**src/rtl/core/salsa_pkg.sv**
```systemverilog
// shared types, constants and helper functions of the salsa20 keystream block
package salsa_pkg;

	// sixteen 32-bit state words, word 0 in the lowest bits
	typedef logic [15:0][31:0] state_t;
	typedef logic [3:0] widx_t;

	// one pipeline slot: working state plus the block counter it was built from
	typedef struct packed {
		state_t      state;
		logic [63:0] ctr;
	} stage_t;

	// configuration register indexes
	localparam logic [2:0] CFG_KEY0  = 3'd0;
	localparam logic [2:0] CFG_KEY1  = 3'd1;
	localparam logic [2:0] CFG_KEY2  = 3'd2;
	localparam logic [2:0] CFG_KEY3  = 3'd3;
	localparam logic [2:0] CFG_NONCE = 3'd4;

	// "expand 32-byte k"
	localparam logic [31:0] SIGMA0 = 32'h61707865;
	localparam logic [31:0] SIGMA1 = 32'h3320646e;
	localparam logic [31:0] SIGMA2 = 32'h79622d32;
	localparam logic [31:0] SIGMA3 = 32'h6b206574;

	// output tdata: word_index, keystream_word, zero fill to whole bytes
	localparam int OUT_TDATA_W = 40;

	// rotate left by a constant amount
	function automatic logic [31:0] rotl32(input logic [31:0] v, input int unsigned s);
		return (v << s) | (v >> (32 - s));
	endfunction

	// rotate amount of quarter-round sub-step s
	function automatic int unsigned rot_amt(input int s);
		int unsigned r;
		case (s)
			0: r = 7;
			1: r = 9;
			2: r = 13;
			default: r = 18;
		endcase
		return r;
	endfunction

	// word index of position p (a, b, c, d) in quarter q of a column (h=0) or row (h=1) round
	function automatic widx_t qr_idx(input int h, input int q, input int p);
		logic [15:0] grp;
		logic [2:0]  sel;
		sel = {h[0], q[1:0]};
		case (sel)
			3'd0: grp = 16'hC840;
			3'd1: grp = 16'h1D95;
			3'd2: grp = 16'h62EA;
			3'd3: grp = 16'hB73F;
			3'd4: grp = 16'h3210;
			3'd5: grp = 16'h4765;
			3'd6: grp = 16'h98BA;
			default: grp = 16'hEDCF;
		endcase
		return grp[p*4 +: 4];
	endfunction

	// standard initial state from key, nonce and counter
	function automatic state_t init_state(input logic [63:0] k0, input logic [63:0] k1,
			input logic [63:0] k2, input logic [63:0] k3, input logic [63:0] n,
			input logic [63:0] ctr);
		state_t s;
		s[0]  = SIGMA0;
		s[1]  = k0[31:0];
		s[2]  = k0[63:32];
		s[3]  = k1[31:0];
		s[4]  = k1[63:32];
		s[5]  = SIGMA1;
		s[6]  = n[31:0];
		s[7]  = n[63:32];
		s[8]  = ctr[31:0];
		s[9]  = ctr[63:32];
		s[10] = SIGMA2;
		s[11] = k2[31:0];
		s[12] = k2[63:32];
		s[13] = k3[31:0];
		s[14] = k3[63:32];
		s[15] = SIGMA3;
		return s;
	endfunction

endpackage

```
**src/rtl/core/salsa_ser.sv**
```systemverilog
// output serializer: holds one finished block and sends its sixteen words
module salsa_ser (
	input  logic                                clk,
	input  logic                                arst_n,
	input  logic                                in_valid,
	input  salsa_pkg::state_t                   in_words,
	output logic                                in_ready,
	output logic                                m_tvalid,
	input  logic                                m_tready,
	output logic [salsa_pkg::OUT_TDATA_W-1:0]   m_tdata,   // [3:0] word_index, [35:4] keystream_word
	output logic                                m_tlast
);
	import salsa_pkg::*;

	state_t      blk_q;
	logic [3:0]  cnt_q;
	logic        busy_q;
	logic        last_xfer;

	assign last_xfer = busy_q && m_tready && (cnt_q == 4'hF);
	assign in_ready  = !busy_q || last_xfer;

	// word counter and busy flag
	always_ff @(posedge clk or negedge arst_n) begin
		if (!arst_n) begin
			busy_q <= 1'b0;
			cnt_q  <= 4'd0;
		end else if (in_valid && in_ready) begin
			busy_q <= 1'b1;
			cnt_q  <= 4'd0;
		end else if (busy_q && m_tready) begin
			busy_q <= (cnt_q != 4'hF);
			cnt_q  <= cnt_q + 4'd1;
		end
	end

	// block buffer
	always_ff @(posedge clk) begin
		if (in_valid && in_ready) begin
			blk_q <= in_words;
		end
	end

	// output word select
	assign m_tvalid = busy_q;
	assign m_tdata  = {4'd0, blk_q[cnt_q], cnt_q};
	assign m_tlast  = (cnt_q == 4'hF);

endmodule
```
**config.mk**
```make
export PLATFORM = sky130hd
export DESIGN_NAME = salsa_ser
export DESIGN_NICKNAME = d
export VERILOG_FILES = /design/src/rtl/core/salsa_pkg.sv /design/src/rtl/core/salsa_ser.sv
export SDC_FILE = /design/constraint.sdc
export NUM_CORES = 1
export LEC_CHECK = 0
export BUFFER_PORTS_ARGS = -buffer_cell sky130_fd_sc_hd__buf_2
export CORE_MARGIN = 10
export CORE_UTILIZATION = 35
export DETAILED_ROUTE_END_ITERATION = 6
export SYNTH_ARGS = -nofsm -noshare
export SYNTH_HDL_FRONTEND = slang
export SYNTH_SLANG_ARGS = --single-unit
```
**constraint.sdc**
```tcl
create_clock -name clk -period 55.4 [get_ports clk]
set_input_delay 11.08 -clock clk [delete_from_list [all_inputs] [get_ports clk]]
set_output_delay 11.08 -clock clk [all_outputs]
set_load 0.005 [all_outputs]
```
# Word-level counts from Yosys, hierarchy flattened
# Index checks and enable logic that the tools add are counted.
[word_totals]
reg_bits = 517
input_bits = 516
out_inout_bits = 43
wordCells = 34
[op_classes]
n_addsub = 1
order_cmp = 1
eq_ne = 2
muxes = 6
reduce_logical = 6
[ops]
columns = ["operator", "count"]
rows = [
  ["$bmux 32 s4", 1],
  ["$mux 32", 1],
  ["$mux 4", 2],
  ["$lt 4x5->1 const B", 1],
  ["$add 4x1->4 const B", 1],
  ["$eq 4x4->1 const B", 1],
  ["$ne 4x4->1 const B", 1],
  ["$logic_and 1x1->1", 3],
  ["$mux 1", 2],
  ["$reduce_bool 2->1", 1],
  ["$logic_not 1->1", 1],
  ["$logic_or 1x1->1", 1],
]

# Logic depth before layout (Yosys ltp)
[logic_depth]
depth_word = 5
ltp_mapped = 6
mapped_depth_nobuf = 4

# Least setup slack after synthesis
# OpenSTA, ideal clock, no wires.
[synth_path]
path_type = "input to register"
startpoint = "input port m_tready"
endpoint = "register cnt_q[0]"
setup_time_ps = 1637
arrival_ps = 50810
t_required_ps = 53763
setup_slack_ps = 2953
cell_stages = 3
n_path_buf = 0
cell_sequence = "nand4_1 a21boi_0 o21ai_0"
[synth_via]
elab_chain_len = 5
word_cells_on_any_way = 6
cone_classes = "mux: 1; reduce/logical: 5"
[synth_lines]
columns = ["element", "line_no", "rtl"]
rows = [
  ["start: declaration", "salsa_ser.sv:9", "input logic m_tready,"],
  ["$logic_and 1x1->1 *", "salsa_ser.sv:20, salsa_ser.sv:31", ""],
  ["$logic_and 1x1->1", "salsa_ser.sv:20", "assign last_xfer = busy_q && m_tready && (cnt_q == 4'hF);"],
  ["$logic_or 1x1->1", "salsa_ser.sv:21", "assign in_ready = !busy_q || last_xfer;"],
  ["$logic_and 1x1->1", "salsa_ser.sv:28", "end else if (in_valid && in_ready) begin"],
  ["$mux 4 / $reduce_bool 2->1 (equally long branches)", "n/a", ""],
  ["end signal: assignment", "salsa_ser.sv:33", "cnt_q <= cnt_q + 4'd1;"],
  ["end: declaration", "salsa_ser.sv:16", "logic [3:0] cnt_q;"],
]
# Mark *: on every way between the ends. The rest lies on a longest branch, timed or not.
# A chain may end at the register's enable or synchronous reset.

# Worst setup path in the final report
[layout_path]
startpoint = "input port m_tready"
endpoint = "output port in_ready"
[layout_via]
elab_chain_len = 3
[layout_lines]
columns = ["element", "line_no", "rtl"]
rows = [
  ["$logic_and 1x1->1 (2 in series)", "salsa_ser.sv:20", ""],
  ["$logic_or 1x1->1", "salsa_ser.sv:21", ""],
  ["end: declaration", "salsa_ser.sv:7", "output logic in_ready,"],
]
# Every way passes these cells.

==> impl_metrics.tcl <==
set metrics [dict create \
    status "finished clean" \
    hold_viol 0 \
    critPathLaunch "m_tready" \
    synthMostInstantiatedCell "edfxtp_1" \
    clk_pin_slew_ps 60 \
    tightest_slew_ps 1141 \
    power_w 0.001010 \
    fin_worst_skew_ps 17.34 \
    nNetsFinal 1915 \
    finalWorstSetupSlack_ps 32680 \
    ioPinCount 559 \
    synth_cell_type_count 24 \
    rr_worst_depth 7 \
    detail-route-antenna-nets 0 \
    crit_required_ps 44320 \
    core.rowCount 86 \
    peakVddDrop_v 0.00002874 \
    max_slew_margin_pct 23.91 \
    clock.fmax_mhz 44.01 \
    htreeDepth 2 \
    area_delta_synth_final_pct 26.99 \
    grt_pass1_vias 12062 \
    ys_ff_latch 517 \
    start_kind "input pin" \
    grt-ovfl-total 0 \
    dp_slack_ps 32680 \
    met3_length_mm 4.550 \
    synth_area_leader_cell "edfxtp_1" \
    clock_sinks 517 \
    grt_use_total_pct 16.26 \
    cp_max_fo 2 \
    drc_errors 0 \
    synth-main-ff-cell "edfxtp_1" \
    drtIter0Drc 776 \
    arrival_ps 11640 \
    place.gp.congestion 0.8211 \
    r2r_start "cnt_q[2]" \
    io_buffer_count 554 \
    drv_cap 0 \
    vias 10697 \
    wl_met1_mm 20.51 \
    syn_area_per_cell_sq_um 23.69 \
    timing.final.crit_share_pct 41.02 \
    synthTopCellsByArea "edfxtp_1 79%, mux4_2 15%, o22ai_1 1.9%" \
    die_h_um 255.4 \
    grt_max_degree 189 \
    tritoncts "built" \
    worst-r2r-setup-slack_ps 49390 \
    grt_pass1_wl_mm 79.24 \
    drv_slew 0 \
    hp-class "flip-flop to flip-flop" \
    p_per_area_nw_per_um2 40.99 \
    cts_max_path_buffers 3 \
    hold_buffers 0 \
    final_cells 2203 \
    coreArea_sq_um 54990 \
    worstSetupEndpoint "in_ready" \
    dpl.cell_count 2090 \
    finalSetupViolations 0 \
    antenna_found_initial 16 \
    cts_setup_buffers 0 \
    wirelength_mm 54.46 \
    synthTopCellsByCount "512 x edfxtp_1, 128 x mux4_2, 60 x o22ai_1" \
    clock_latency_ps 590 \
    die_w_um 255.4 \
    path_class "input pin to primary output" \
    crit_path_end_kind "primary output" \
    cts_made_buffers 54 \
    design_area_sq_um 24630 \
    ys_seq_area_share_pct 79.90 \
    power.leakage_nw 8.735 \
    routed.top_layer "met5" \
    routed_wire_length_per_instance_um 24.72 \
    hpwl_mm 38.56 \
    first_pass_iters 5 \
    rsz0062_at_grt "no" \
    synth-edff-count 512 \
    post_dp_cell_area_sq_um 22940 \
    cts_resized 0 \
    dieArea_sq_um 65240 \
    initial_utilization_pct 35.28 \
    viasPerCell 4.856 \
    netlist_instances 819 \
    setup_tns_ps 0 \
    ys_async_sr_fraction_pct 0.9671 \
    reg2reg_to "blk_q[395]" \
    layout-drive-gt1-share_pct 53.64 \
    yosysWarnings 0 \
    period_needed_ps 22720 \
    syn_area_sq_um 19400 \
    wl_met2_mm 28.31 \
    clockRootBuffer "clkbuf_16" \
    yosysTopAreaCellShare_pct 79.26 \
]
## cell type report
class	count	area [sq um]
Sequential cell	517	15510
Clock inverter	27	177.7
Clock buffer	74	1490
Tap cell	748	935.9
Inverter	1	3.754
Timing Repair Buffer	567	2883
Antenna cell	12	30.03
Multi-Input combinational cell	257	3603
Fill cell	4759	30350
## power breakdown
part           internal, W  switching, W
Clock             0.000197      0.000146
Sequential        0.000445     0.0000214
Combinational    0.0000967      0.000105
## cells in the final DEF, fill, tap and decap left out, drive strengths merged
master and instances:
mux4 128, diode 12, mux2i 1, or3 2, nand2 6, clkinvlp 1
dfrtp 5, nor2b 2, bufinv 2, or2 2, buf 567, conb 4
ha 1, inv 2, o22ai 60, a21oi 2, a22oi 2, edfxtp 512
nor2 32, o21ai 4, nand3 5, clkbuf 74, clkinv 23, a21boi 1
nand4 1, nand2b 4
## sequential cells by signal, summed over array words and instances, names as in the netlist
name and cells:
blk_q 512, cnt_q 4, m_tvalid 1
## through the flow
| stage | utilization (%) | hold slack, ps |
|---|---|---|
| after global routing | 44.78 | 696.2 |
| after global placement | 41.71 | 623.9 |
| after floorplan | - | 573.5 |
| after CTS | 44.75 | 642.0 |
| final | 44.80 | 657.6 |
| after detailed placement | 41.71 | 630.7 |
## metal layers
layer  global-route usage [%]  up-vias
met5                        0        -
met3                    5.224       77
met1                    18.98     5454
met4                    4.756       14
met2                    28.22      469
li1                         -     4683
## cells by family (layout without fill, tap and decap cells)
| family | count (synthesis) | in the layout | share of synthesized area (%) |
|---|---|---|---|
| adders and majority gates | 1 | 1 | 0.06449 |
| other | 1 | 16 | 0.01933 |
| DFF | 517 | 517 | 79.90 |
| and+or+nand+nor | 54 | 54 | 1.219 |
| buffers and inverters | 48 | 669 | 1.677 |
| muxes | 129 | 129 | 14.91 |
| AOI/OAI and AO/OA | 69 | 69 | 2.206 |
## worst max-delay path, cell delays in order
cell and delay, ps:
buf_2 90, nand4_1 170, nand2_1 180, buf_2 130
## how the worst min path moves through the flow
stage,start,end,slack (ps),cells after the start
after detailed placement,m_tvalid,m_tvalid,630,2
after floorplan,m_tvalid,m_tvalid,570,2
after global routing,m_tvalid,m_tvalid,700,2
after CTS,m_tvalid,m_tvalid,640,2
after global placement,m_tvalid,m_tvalid,620,2
final,m_tvalid,m_tvalid,660,2
Power figures use the tool's default switching activity.
