===== config.mk =====
export PLATFORM = sky130hd
export DESIGN_NAME = salsa_step
export DESIGN_NICKNAME = d
export VERILOG_FILES = /design/src/rtl/core/salsa_pkg.sv /design/src/rtl/core/salsa_step.sv
export SDC_FILE = /design/constraint.sdc
export NUM_CORES = 1
export LEC_CHECK = 0
export ABC_AREA = 1
export BUFFER_PORTS_ARGS = -buffer_cell sky130_fd_sc_hd__buf_2
export CAP_MARGIN = 20
export CORE_AREA = 2 2 449 451
export CTS_CLUSTER_SIZE = 12
export DETAILED_ROUTE_END_ITERATION = 8
export DIE_AREA = 0 0 451 453
export HOLD_SLACK_MARGIN = 0.08
export PLACE_DENSITY_LB_ADDON = 0.1
export SYNTH_ARGS = -nofsm -noshare
export SYNTH_HDL_FRONTEND = slang
export SYNTH_SLANG_ARGS = --single-unit

===== constraint.sdc =====
create_clock -name clk -period 1 [get_ports clk]
set_clock_uncertainty 0.2 [all_clocks]
set_input_delay 0.15 -clock clk [delete_from_list [all_inputs] [get_ports clk]]
set_output_delay 0.15 -clock clk [all_outputs]
set_load 0.02 [all_outputs]

===== src/rtl/core/salsa_pkg.sv =====
// shared types, constants and helper functions of the salsa20 keystream block
package salsa_pkg;

	// sixteen 32-bit state words, word 0 in the lowest bits
	typedef logic [15:0][31:0] state_t;
	typedef logic [3:0] widx_t;

	// one pipeline slot: working state plus the block counter it was built from
	typedef struct packed {
		state_t      state;
		logic [63:0] ctr;
	} stage_t;

	// configuration register indexes
	localparam logic [2:0] CFG_KEY0  = 3'd0;
	localparam logic [2:0] CFG_KEY1  = 3'd1;
	localparam logic [2:0] CFG_KEY2  = 3'd2;
	localparam logic [2:0] CFG_KEY3  = 3'd3;
	localparam logic [2:0] CFG_NONCE = 3'd4;

	// "expand 32-byte k"
	localparam logic [31:0] SIGMA0 = 32'h61707865;
	localparam logic [31:0] SIGMA1 = 32'h3320646e;
	localparam logic [31:0] SIGMA2 = 32'h79622d32;
	localparam logic [31:0] SIGMA3 = 32'h6b206574;

	// output tdata: word_index, keystream_word, zero fill to whole bytes
	localparam int OUT_TDATA_W = 40;

	// rotate left by a constant amount
	function automatic logic [31:0] rotl32(input logic [31:0] v, input int unsigned s);
		return (v << s) | (v >> (32 - s));
	endfunction

	// rotate amount of quarter-round sub-step s
	function automatic int unsigned rot_amt(input int s);
		int unsigned r;
		case (s)
			0: r = 7;
			1: r = 9;
			2: r = 13;
			default: r = 18;
		endcase
		return r;
	endfunction

	// word index of position p (a, b, c, d) in quarter q of a column (h=0) or row (h=1) round
	function automatic widx_t qr_idx(input int h, input int q, input int p);
		logic [15:0] grp;
		logic [2:0]  sel;
		sel = {h[0], q[1:0]};
		case (sel)
			3'd0: grp = 16'hC840;
			3'd1: grp = 16'h1D95;
			3'd2: grp = 16'h62EA;
			3'd3: grp = 16'hB73F;
			3'd4: grp = 16'h3210;
			3'd5: grp = 16'h4765;
			3'd6: grp = 16'h98BA;
			default: grp = 16'hEDCF;
		endcase
		return grp[p*4 +: 4];
	endfunction

	// standard initial state from key, nonce and counter
	function automatic state_t init_state(input logic [63:0] k0, input logic [63:0] k1,
			input logic [63:0] k2, input logic [63:0] k3, input logic [63:0] n,
			input logic [63:0] ctr);
		state_t s;
		s[0]  = SIGMA0;
		s[1]  = k0[31:0];
		s[2]  = k0[63:32];
		s[3]  = k1[31:0];
		s[4]  = k1[63:32];
		s[5]  = SIGMA1;
		s[6]  = n[31:0];
		s[7]  = n[63:32];
		s[8]  = ctr[31:0];
		s[9]  = ctr[63:32];
		s[10] = SIGMA2;
		s[11] = k2[31:0];
		s[12] = k2[63:32];
		s[13] = k3[31:0];
		s[14] = k3[63:32];
		s[15] = SIGMA3;
		return s;
	endfunction

endpackage


===== src/rtl/core/salsa_step.sv =====
// one pipeline stage: one add-rotate-xor sub-step of four quarter-rounds in parallel
module salsa_step #(
	parameter int STEP = 0
) (
	input  logic              clk,
	input  logic              arst_n,
	input  logic              en,
	input  logic              in_valid,
	input  salsa_pkg::stage_t in_stage,
	output logic              out_valid,
	output salsa_pkg::stage_t out_stage
);
	import salsa_pkg::*;

	// sub-step within the quarter-round and column/row half of the double round
	localparam int SUB  = STEP % 4;
	localparam int HALF = STEP / 4;

	stage_t nxt;

	// target word ^= rotl(src1 + src2) for each of the four quarters
	always_comb begin
		nxt = in_stage;
		for (int q = 0; q < 4; q++) begin
			nxt.state[qr_idx(HALF, q, (SUB + 1) % 4)] =
				in_stage.state[qr_idx(HALF, q, (SUB + 1) % 4)] ^
				rotl32(in_stage.state[qr_idx(HALF, q, SUB)] +
					in_stage.state[qr_idx(HALF, q, (SUB + 3) % 4)], rot_amt(SUB));
		end
	end

	// valid bit
	always_ff @(posedge clk or negedge arst_n) begin
		if (!arst_n) begin
			out_valid <= 1'b0;
		end else if (en) begin
			out_valid <= in_valid;
		end
	end

	// payload
	always_ff @(posedge clk) begin
		if (en) begin
			out_stage <= nxt;
		end
	end

endmodule


# Word level (Yosys, flattened, before mapping)
# Cells that the tools add are included.
totals:
  ff_bits: 577
  latchBits: 0
  ramBits: 0
  rom_bits: 0
  inputBits: 580
  output_inout_bits: 577
  word_cells: 30
  mem_count: 0
classes:
  addsub: 4
  n_mul: 0
  div: 0
  magnitude_cmp: 0
  eq_ne: 0
  shift: 0
  mux: 0
  bitwise_logic: 8
  n_reduce_logical: 0
ops:
  columns: ["operator", "n"]
  rows:
  - ["$add A32 B32 Y32", 4]
  - ["$or A32 B7 Y32", 4]
  - ["$xor A32 B32 Y32", 4]

# Depth between registers and ports, before layout
# Gate-level depths: netlist (run 1).
depth:
  word_depth: 3
  depth_mapped: 13
  mapped_depth_nobuf: 13

# Least setup slack after synthesis (run 1)
# No wires, ideal clock.
synth_path:
  path_type: "input to register"
  from: "input in_stage[416] in the netlist's numbering"
  to: "register out_stage[163] in the netlist's numbering, data pin"
  setup_ns: 0.249
  arrival_time_ns: 1.496
  required_time_ns: 0.551
  path_slack_ns: -0.945
  stages: 12
  path_buffers: 0
  cell_sequence: "ha_1 fa_1 nand3_1 nand3_1 nand2_1 nand2_2 nand2_1 nand2_2 nand2_1 nand3_1 nand2_1 inv_1"
synth_lines:
  columns: ["item", "line", "rtl"]
  rows:
  - ["start: declaration", "salsa_step.sv:9", "input salsa_pkg::stage_t in_stage,"]
  - ["end signal: assignment", "salsa_step.sv:44", "out_stage <= nxt;"]
  - ["end: declaration", "salsa_step.sv:11", "output salsa_pkg::stage_t out_stage"]

==> flow_metrics.py, run 1 <==
metrics = {
    "synth": {
        "synth_seq_area_share_pct": 61.5,
        "avgSynthCellArea_sq_um": 10.2,
        "synth_seq_cells": 577,
        "synth_warnings": 0,
        "synth_nets": 3458,
        "synth_cells": 2750,
        "syn-cell-area_sq_um": 28200,
        "synth_cell_types": 21,
    },
    "hold_path": {
        "hold_class": "primary input to register",
        "hold_depth": 1,
    },
    "placed_design": {
        "hpwlAfterDp_um": 120000,
        "port_buffers": 1156,
        "gp_congestion": 0.819,
        "pre_cts_ws_ns": -1.16,
    },
    "worst_setup_path": {
        "critPathMostFrequentCell": "nand2_1",
        "crit_path_cell_trace": "buf_2, dlygate4sd3_1, ha_4, nand2_1, nor2_1, nand2_1, nor2_1, nand2_1, nand2_1, nand2_1, nand2_1, inv_1",
        "crit_type": "primary input to register",
        "slowest_delay_ns": 0.63,
        "startpoint_type": "primary input",
        "worstPathMaxFanout": 4,
        "slowest_stage": "dlygate4sd3_1",
        "critical_path_required_ns": 1.24,
        "cp-end-kind": "register",
        "rrSetupSlack_ns": 0.03,
        "reg2regPathDepth": 1,
        "arrival_ns": 2.00,
    },
    "layout": {
        "fillers": 21200,
        "layout-drive-gt1-share_pct": 50.3,
        "multiInputGateArea_sq_um": 13500,
        "syn_to_final_growth_pct": 101,
        "seqCellArea_sq_um": 17300,
        "num-nets-final": 5680,
    },
    "timing": {
        "max-slew-margin-rel_pct": 51.5,
        "max_freq_ghz": 0.568,
        "finalWorstSetupSlack_ns": -0.761,
        "holdWs_ns": -0.576,
        "totalNegativeSetupSlack_ns": -754.33,
        "hold_violations": 227,
        "rsz0062_at_grt": "yes",
        "period_needed_ns": 1.76,
        "tightest_slew_ns": 0.726,
        "slew_violations": 0,
        "finalSetupViolCount": 1369,
        "final_min_period_over_clock_period_pct": 176,
    },
    "route": {
        "wl_met3_um": 8810,
        "firstDrtPassIters": 4,
        "routed_wl_um": 144000,
        "avgRoutedWirePerCell_um": 18.7,
        "viasPerCell": 3.48,
        "vias": 26800,
        "met2_length_um": 75800,
        "drcViolationCount": 0,
        "drt_iter0_drc": 1065,
        "top_layer": "met5",
        "met1_length_um": 56100,
        "ant_nets": 0,
    },
    "global_route": {
        "grt_pass1_wl_um": 198000,
        "grt_pass1_vias": 28000,
        "antenna_found_initial": 39,
        "grt_usage_pct": 13.5,
        "grt_start_max_net_pins": 45,
        "grt_overflow_total": 0,
    },
    "power": {
        "swShare_pct": 31.5,
        "seq_power_share_pct": 35.7,
        "p_sw_w": 0.0270,
        "power.total_w": 0.0859,
        "vdd_drop_max_mv": 1.28,
        "leakage_nw": 25.6,
        "internal_power_w": 0.0588,
        "combPwrFrac_pct": 29.9,
        "p_clk_share_pct": 34.4,
        "powerDensity_nw_per_um2": 1520,
    },
    "floorplan": {
        "initial_core_util_pct": 14.1,
        "die_w_um": 451,
        "fp.dieH_um": 453,
        "core_sq_um": 199000,
        "ioPinCount": 1157,
        "die_area_sq_um": 204000,
        "row_count": 164,
    },
    "clocking": {
        "cts_root_buf": "clkbuf_16",
        "cts_made_buffers": 81,
        "cts_buffer_depth": 3,
        "clk_latency_ns": 0.71,
        "cts_sinks": 577,
        "cts_max_level": 3,
        "cts_tree": "built",
        "clkTransAtPathRegs_ns": 0.05,
    },
    "outcome": {
        "status": "complete, but fails checks",
        "violations": "hold timing, setup timing",
    },
    "run": {
        "cap_viol_max_count": 0,
    },
}
## registers in the layout (all words and copies together) (netlist names)
| name | count |
|---|---|
| out_stage | 576 |
| out_valid | 1 |
## Yosys cell counts (all sizes together)
cell	n	area, sq um
ha	124	1550
fa	4	80.1
mux2	1	11.3
nand3b	16	120
nor2	152	583
o21bai	4	30.0
xor2	114	998
nor3	24	120
a21o	8	60.1
xnor2	78	683
a21oi	84	420
nand2	912	3520
nand3	105	571
inv	532	2000
nand4	15	93.8
edfxtp	576	17300
dfrtp	1	25.0
## final timing paths
kind	start	end
setup reg to reg	out_valid	out_valid
setup / recovery	in_stage[476]	out_stage[196]
max in group asynchronous	arst_n	out_valid
hold / removal	in_stage[384]	out_stage[384]
hold reg to reg	out_valid	out_valid
min in group asynchronous	arst_n	out_valid
## area by class of cell
class                   instances  area share [%]
multi-input cells            1641            23.8
repair buffers               2139            31.3
flip-flops and latches        577            30.6
clock buffers                  95            3.71
clock inverters                52            1.00
well taps                    2656            5.87
diodes                          6          0.0265
inverters                     532            3.60
## through the flow
step / util, % / cells / hold slack (ns) / cell area (sq um)
after global placement: 21.4 / 6929 / -0.273 / 42600
after global routing: 28.4 / 7698 / -0.653 / 56600
after CTS: 27.0 / 7733 / -0.658 / 53800
after detailed placement: 21.4 / 6929 / -0.271 / 42600
final: 28.4 / 7698 / -0.576 / 56600
after floorplan: - / 2750 / -0.346 / 30200
## layer usage
| metal | vias up | GRT usage [%] |
|---|---|---|
| met3 | 188 | 3.71 |
| met5 | - | 0 |
| met1 | 12600 | 15.1 |
| met4 | 14 | 3.57 |
| met2 | 690 | 25.0 |
| li1 | 13300 | - |
## power by group through the flow
stage	clock [W]	sequential [W]	combinational, W
CTS	0.0311	0.0307	0.0238
global route	0.0318	0.0309	0.0278
detailed placement	0	0.0308	0.0201
floorplan	0	0.0339	0.00648
finish	0.0295	0.0306	0.0257
global placement	0	0.0308	0.0202
## critical path, delay by kind of cell
family / cells / cell delay [ns]
buffers and inverters: 3 / 0.77
adders and majority gates: 1 / 0.32
and+or+nand+nor: 8 / 0.74
## kinds of logic (layout without fill, tap and decap cells)
| group | count (synthesis) | in the layout | share of synthesized area (%) |
|---|---|---|---|
| AO/OA/AOI/OAI | 96 | 96 | 1.81 |
| other | 0 | 6 | 0 |
| AND/OR/NAND/NOR | 1224 | 1224 | 17.8 |
| adder cells (fa/ha/maj) | 128 | 128 | 5.79 |
| flip-flops | 577 | 577 | 61.5 |
| XOR/XNOR | 192 | 192 | 5.97 |
| multiplexers | 1 | 1 | 0.0400 |
| buffers and inverters | 532 | 2818 | 7.09 |
## placed cells by master, fill, tap and decap left out, types with 12 or more instances in the layout
| master | Yosys | layout |
|---|---|---|
| xor2_1 | 114 | 109 |
| nor2_1 | 147 | 67 |
| clkinv_2 | 0 | 12 |
| nor3_2 | 0 | 12 |
| buf_8 | 0 | 20 |
| ha_4 | 0 | 124 |
| a21oi_2 | 0 | 47 |
| a21oi_1 | 84 | 19 |
| nand2_2 | 39 | 238 |
| a21oi_4 | 0 | 18 |
| xnor2_1 | 78 | 75 |
| nand3_4 | 0 | 14 |
| nand2_8 | 0 | 15 |
| buf_6 | 0 | 414 |
| nand3_2 | 9 | 42 |
| clkbuf_16 | 0 | 82 |
| nor2_4 | 0 | 47 |
| clkbuf_1 | 0 | 13 |
| nand2_4 | 0 | 125 |
| inv_4 | 0 | 16 |
| buf_4 | 0 | 375 |
| nand4_1 | 15 | 15 |
| nand3b_1 | 16 | 16 |
| buf_2 | 0 | 749 |
| buf_12 | 0 | 39 |
| inv_2 | 1 | 60 |
| edfxtp_1 | 576 | 576 |
| dlygate4sd3_1 | 0 | 542 |
| clkinv_1 | 0 | 16 |
| nor2_2 | 5 | 38 |
| nand2_1 | 873 | 534 |
| inv_1 | 531 | 456 |
| nand3_1 | 96 | 49 |
## repair_timing
item | in CTS | in global routing
endpoints found under the setup margin | 678 | 1378
hold buffers | 657 | 100
gates resized for setup | 626 | 960
buffers inserted | 0 | 75
pin swaps | 0 | 407
endpoints found under the hold margin | 1154 | 1021
No activity file was read; power rests on OpenSTA's default activity.
==> inputs of run 2 (changes only) <==
Settings changed: CORE_AREA 2 2 449 451 to 2 2 447 449, DIE_AREA 0 0 451 453 to 0 0 449 451.
Clock period 1 ns to 1.5 ns, I/O delays scaled along.
==> flow_metrics.py, run 2 (synthesized netlist as in run 1, its figures left out) <==
metrics = {
    "outcome": {
        "status": "complete, but fails checks",
        "violations": "hold timing, setup timing",
    },
    "clocking": {
        "cts_root_buf": "clkbuf_16",
        "clk_latency_ns": 0.70,
        "cts_max_level": 3,
        "clkTransAtPathRegs_ns": 0.06,
        "cts_sinks": 577,
        "cts_tree": "built",
        "cts_buffer_depth": 3,
        "cts_made_buffers": 81,
    },
    "power": {
        "power.total_w": 0.0564,
        "internal_power_w": 0.0391,
        "p_clk_share_pct": 33.9,
        "p_sw_w": 0.0173,
        "seq_power_share_pct": 36.4,
        "powerDensity_nw_per_um2": 975,
        "swShare_pct": 30.7,
        "vdd_drop_max_mv": 0.665,
        "leakage_nw": 26.0,
        "combPwrFrac_pct": 29.7,
    },
    "placed_design": {
        "gp_congestion": 0.847,
        "hpwlAfterDp_um": 114000,
        "port_buffers": 1156,
        "pre_cts_ws_ns": -0.756,
        "place_area_sq_um": 41900,
    },
    "timing": {
        "finalWorstSetupSlack_ns": -0.384,
        "tightest_slew_ns": 0.459,
        "period_needed_ns": 1.88,
        "max_freq_ghz": 0.531,
        "rsz0062_at_grt": "yes",
        "holdWs_ns": -0.433,
        "hold_violations": 4,
        "finalSetupViolCount": 646,
        "totalNegativeSetupSlack_ns": -107.40,
        "slew_violations": 0,
        "final_min_period_over_clock_period_pct": 126,
        "max-slew-margin-rel_pct": 69.3,
    },
    "worst_setup_path": {
        "crit_family": "buffers and inverters",
        "crit_type": "primary input to register",
        "slowest_delay_ns": 0.61,
        "startpoint_type": "primary input",
        "critPathBufInv": 4,
        "worstPathMaxFanout": 4,
        "crit_path_cell_trace": "buf_2, dlygate4sd3_1, ha_4, nand2_1, inv_1, nand2_2, nor3_4, nand3_1, nand3_1, nand2_1, nand2_1, inv_1",
        "critical_path_required_ns": 1.77,
        "critPathMostFrequentCell": "nand2_1",
        "cp-end-kind": "register",
        "slowest_stage": "dlygate4sd3_1",
        "arrival_ns": 2.15,
    },
    "layout": {
        "largest_reg_flops": 576,
        "mostFrequentLayoutCells": "dlygate4sd3_1, nand2_1, buf_2, edfxtp_1, inv_1",
        "regMostFlops": "out_stage",
        "final_common_cell": "dlygate4sd3_1",
        "finalInstanceArea_sq_um": 57900,
        "layout-drive-gt1-share_pct": 38.8,
        "num-nets-final": 5984,
        "syn_to_final_growth_pct": 106,
        "reg_top3": "out_stage (576), out_valid (1)",
    },
    "floorplan": {
        "initial_core_util_pct": 14.2,
        "die_w_um": 449,
        "fp.dieH_um": 451,
        "ioPinCount": 1157,
        "core_sq_um": 198000,
        "die_area_sq_um": 202000,
        "row_count": 164,
    },
    "route": {
        "drcViolationCount": 0,
        "viasPerCell": 3.47,
        "vias": 27800,
        "routed_wl_um": 141000,
        "drt_iter0_drc": 1102,
        "ant_nets": 0,
        "avgRoutedWirePerCell_um": 17.7,
        "firstDrtPassIters": 5,
    },
    "global_route": {
        "grt_overflow_total": 0,
        "grt_start_max_net_pins": 46,
        "grt_usage_pct": 13.5,
        "grt_pass1_vias": 29300,
        "grt_pass1_wl_um": 199000,
        "antenna_found_initial": 33,
    },
    "run": {
        "cap_viol_max_count": 0,
    },
    "hold_path": {
        "hold_class": "primary input to register",
    },
}
[run 2: repair_timing]
action / CTS / global route
hold buffers: 899 / 279
buffers inserted: 0 / 21
pin swaps: 0 / 93
resized for setup: 700 / 464
endpoints found under the setup margin: 577 / 700
endpoints found under the hold margin: 1154 / 277
[run 2: area by class of cell]
type / instances / area (sq um)
multi-input cells: 1641 / 11600
diodes: 9 / 22.5
repair buffers: 2443 / 21100
clock inverters: 48 / 450
fillers: 21100 / 140000
clock buffers: 96 / 2100
well taps: 2656 / 3320
inverters: 532 / 2000
flip-flops and latches: 577 / 17300
[run 2: metal layers]
metal  global-route usage (%)  wire, um  vias up
li1                         -         -    13900
met1                     14.8     55400    12900
met2                     24.8     73700      758
met3                     3.47      8090      184
met4                     4.69      4200       18
met5                        0       115        -
[run 2: power by group through the flow]
stage	Sequential, W	Clock, W	Combinational (W)
3_5_place_dp	0.0205	0	0.0130
2_1_floorplan	0.0226	0	0.00432
6_report	0.0205	0.0191	0.0168
3_3_place_gp	0.0205	0	0.0131
4_1_cts	0.0204	0.0201	0.0162
5_1_grt	0.0207	0.0205	0.0182
[run 2: per-stage QoR]
step	std cells	utilization [%]
finish	8002	29.2
global route	8001	29.2
CTS	7918	28.1
detailed placement	6875	21.1
global placement	6875	21.1
floorplan	2750	-
[run 2: worst paths after layout]
| path | cells past startpoint | endpoint | startpoint | slack [ns] |
|---|---|---|---|---|
| min in group asynchronous | 3 | out_valid | arst_n | 0.30 |
| worst min-delay path | 1 | out_stage[418] | in_stage[418] | -0.43 |
| max in group asynchronous | 3 | out_valid | arst_n | 0.64 |
| worst max register to register | 1 | out_valid | out_valid | 0.54 |
| worst min register to register | 1 | out_valid | out_valid | 0.34 |
| worst max-delay path | 12 | out_stage[383] | in_stage[111] | -0.38 |
==> inputs of run 3 (changes only) <==
Settings changed: RECOVER_POWER set to 100, SETUP_SLACK_MARGIN set to 0.05.
==> flow_metrics.py, run 3 (synthesized netlist as in run 1, its figures left out) <==
metrics = {
    "outcome": {
        "status": "complete, but fails checks",
        "violations": "hold timing, setup timing",
    },
    "layout": {
        "largest_reg_flops": 576,
        "layout-drive-gt1-share_pct": 34.3,
        "num-nets-final": 5973,
        "regMostFlops": "out_stage",
        "mostFrequentLayoutCells": "dlygate4sd3_1, nand2_1, edfxtp_1, inv_1",
        "reg_top3": "out_stage (576), out_valid (1)",
        "syn_to_final_growth_pct": 103,
        "finalInstanceArea_sq_um": 57100,
        "final_common_cell": "dlygate4sd3_1",
    },
    "floorplan": {
        "die_w_um": 449,
        "ioPinCount": 1157,
        "row_count": 164,
        "fp.dieH_um": 451,
        "die_area_sq_um": 202000,
        "core_sq_um": 198000,
        "initial_core_util_pct": 14.2,
    },
    "global_route": {
        "grt_usage_pct": 13.4,
        "grt_pass1_vias": 29200,
        "use_met3_pct": 3.16,
        "grt_start_max_net_pins": 47,
        "grt_overflow_total": 0,
        "top_usage_layer": "met2",
        "antenna_found_initial": 15,
        "grt_pass1_wl_um": 198000,
        "gr-usage-met2_pct": 24.6,
        "grt_use_met1_pct": 15.1,
    },
    "timing": {
        "finalWorstSetupSlack_ns": -0.305,
        "hold_violations": 13,
        "totalNegativeSetupSlack_ns": -124.75,
        "rsz0062_at_grt": "yes",
        "period_needed_ns": 1.80,
        "finalSetupViolCount": 1054,
        "max-slew-margin-rel_pct": 60.1,
        "holdWs_ns": -0.432,
        "tightest_slew_ns": 0.598,
        "slew_violations": 0,
        "max_freq_ghz": 0.554,
        "final_min_period_over_clock_period_pct": 120,
    },
    "placed_design": {
        "port_buffers": 1156,
        "place_area_sq_um": 42100,
        "hpwlAfterDp_um": 113000,
        "gp_congestion": 0.795,
    },
    "power": {
        "powerDensity_nw_per_um2": 996,
        "leakage_nw": 25.4,
        "power.total_w": 0.0569,
        "vdd_drop_max_mv": 0.726,
    },
    "run": {
        "cap_viol_max_count": 0,
    },
    "worst_setup_path": {
        "arrival_ns": 1.38,
        "crit_cells": 1,
        "critical_path_required_ns": 1.07,
        "slowest_delay_ns": 0.50,
        "critPathBufInv": 1,
        "slowest_stage": "edfxtp_1",
        "crit_type": "register to output pin",
        "crit_path_cell_trace": "buf_6",
        "startpoint_type": "register",
        "crit_family": "flip-flops",
        "worstPathMaxFanout": 1,
        "reg2regPathDepth": 1,
        "cp-end-kind": "output pin",
    },
    "clocking": {
        "cts_sinks": 577,
        "clkTransAtPathRegs_ns": 0.05,
        "cts_max_level": 3,
        "cts_buffer_depth": 3,
        "cts_root_buf": "clkbuf_16",
        "cts_made_buffers": 82,
        "cts_tree": "built",
        "clk_latency_ns": 0.69,
    },
    "route": {
        "drcViolationCount": 0,
        "drt_iter0_drc": 1074,
        "avgRoutedWirePerCell_um": 17.6,
        "ant_nets": 0,
        "firstDrtPassIters": 5,
        "routed_wl_um": 140000,
        "viasPerCell": 3.45,
        "vias": 27600,
    },
    "hold_path": {
        "hold_class": "primary input to register",
        "hold_depth": 1,
    },
}
==> run 3: what timing repair did <==
| item | 4_1_cts | 5_1_grt |
|---|---|---|
| pin swaps | 0 | 113 |
| gates cloned | 0 | 0 |
| hold buffers | 898 | 216 |
| setup buffers | 0 | 23 |
| setup endpoints to repair | 581 | 698 |
| hold endpoints to repair | 1154 | 246 |
| resized for setup | 714 | 410 |
==> run 3: stage by stage <==
stage / util [%] / instances / setup WS, ns
floorplan: - / 2750 / -0.364
global placement: 21.3 / 6909 / -0.798
detailed placement: 21.3 / 6909 / -0.787
CTS: 28.3 / 7957 / -0.437
global route: 28.8 / 7992 / -0.376
finish: 28.8 / 7994 / -0.305
==> run 3: report_power, final <==
group | internal (W) | switching, W
registers | 0.0198 | 0.000736
logic | 0.00796 | 0.00850
clock network | 0.0117 | 0.00823
total | 0.0394 | 0.0175
==> run 3: metal layers <==
layer,vias up,routed length [um],part of all wire (%)
li1,13900,-,-
met1,12800,56100,40
met2,733,73000,52
met3,159,7590,5.4
met4,4,3790,2.7
met5,-,30,0.021
==> run 3: path summary, 6_finish.rpt <==
path	endpoint	start	slack [ns]
setup / recovery	out_stage[96]	out_stage[96]	-0.30
hold / removal	out_stage[259]	in_stage[259]	-0.43
setup reg to reg	out_valid	out_valid	0.54
hold reg to reg	out_valid	out_valid	0.34
max in group asynchronous	out_valid	arst_n	0.27
min in group asynchronous	out_valid	arst_n	0.72
==> run 3: area by class of cell <==
cell class | instances | area [sq um]
diodes | 7 | 17.5
clock buffers | 98 | 2150
clock inverters | 52 | 527
fillers | 21300 | 141000
inverters | 532 | 2000
multi-input cells | 1641 | 11500
flip-flops and latches | 577 | 17300
well taps | 2656 | 3320
repair buffers | 2431 | 20300
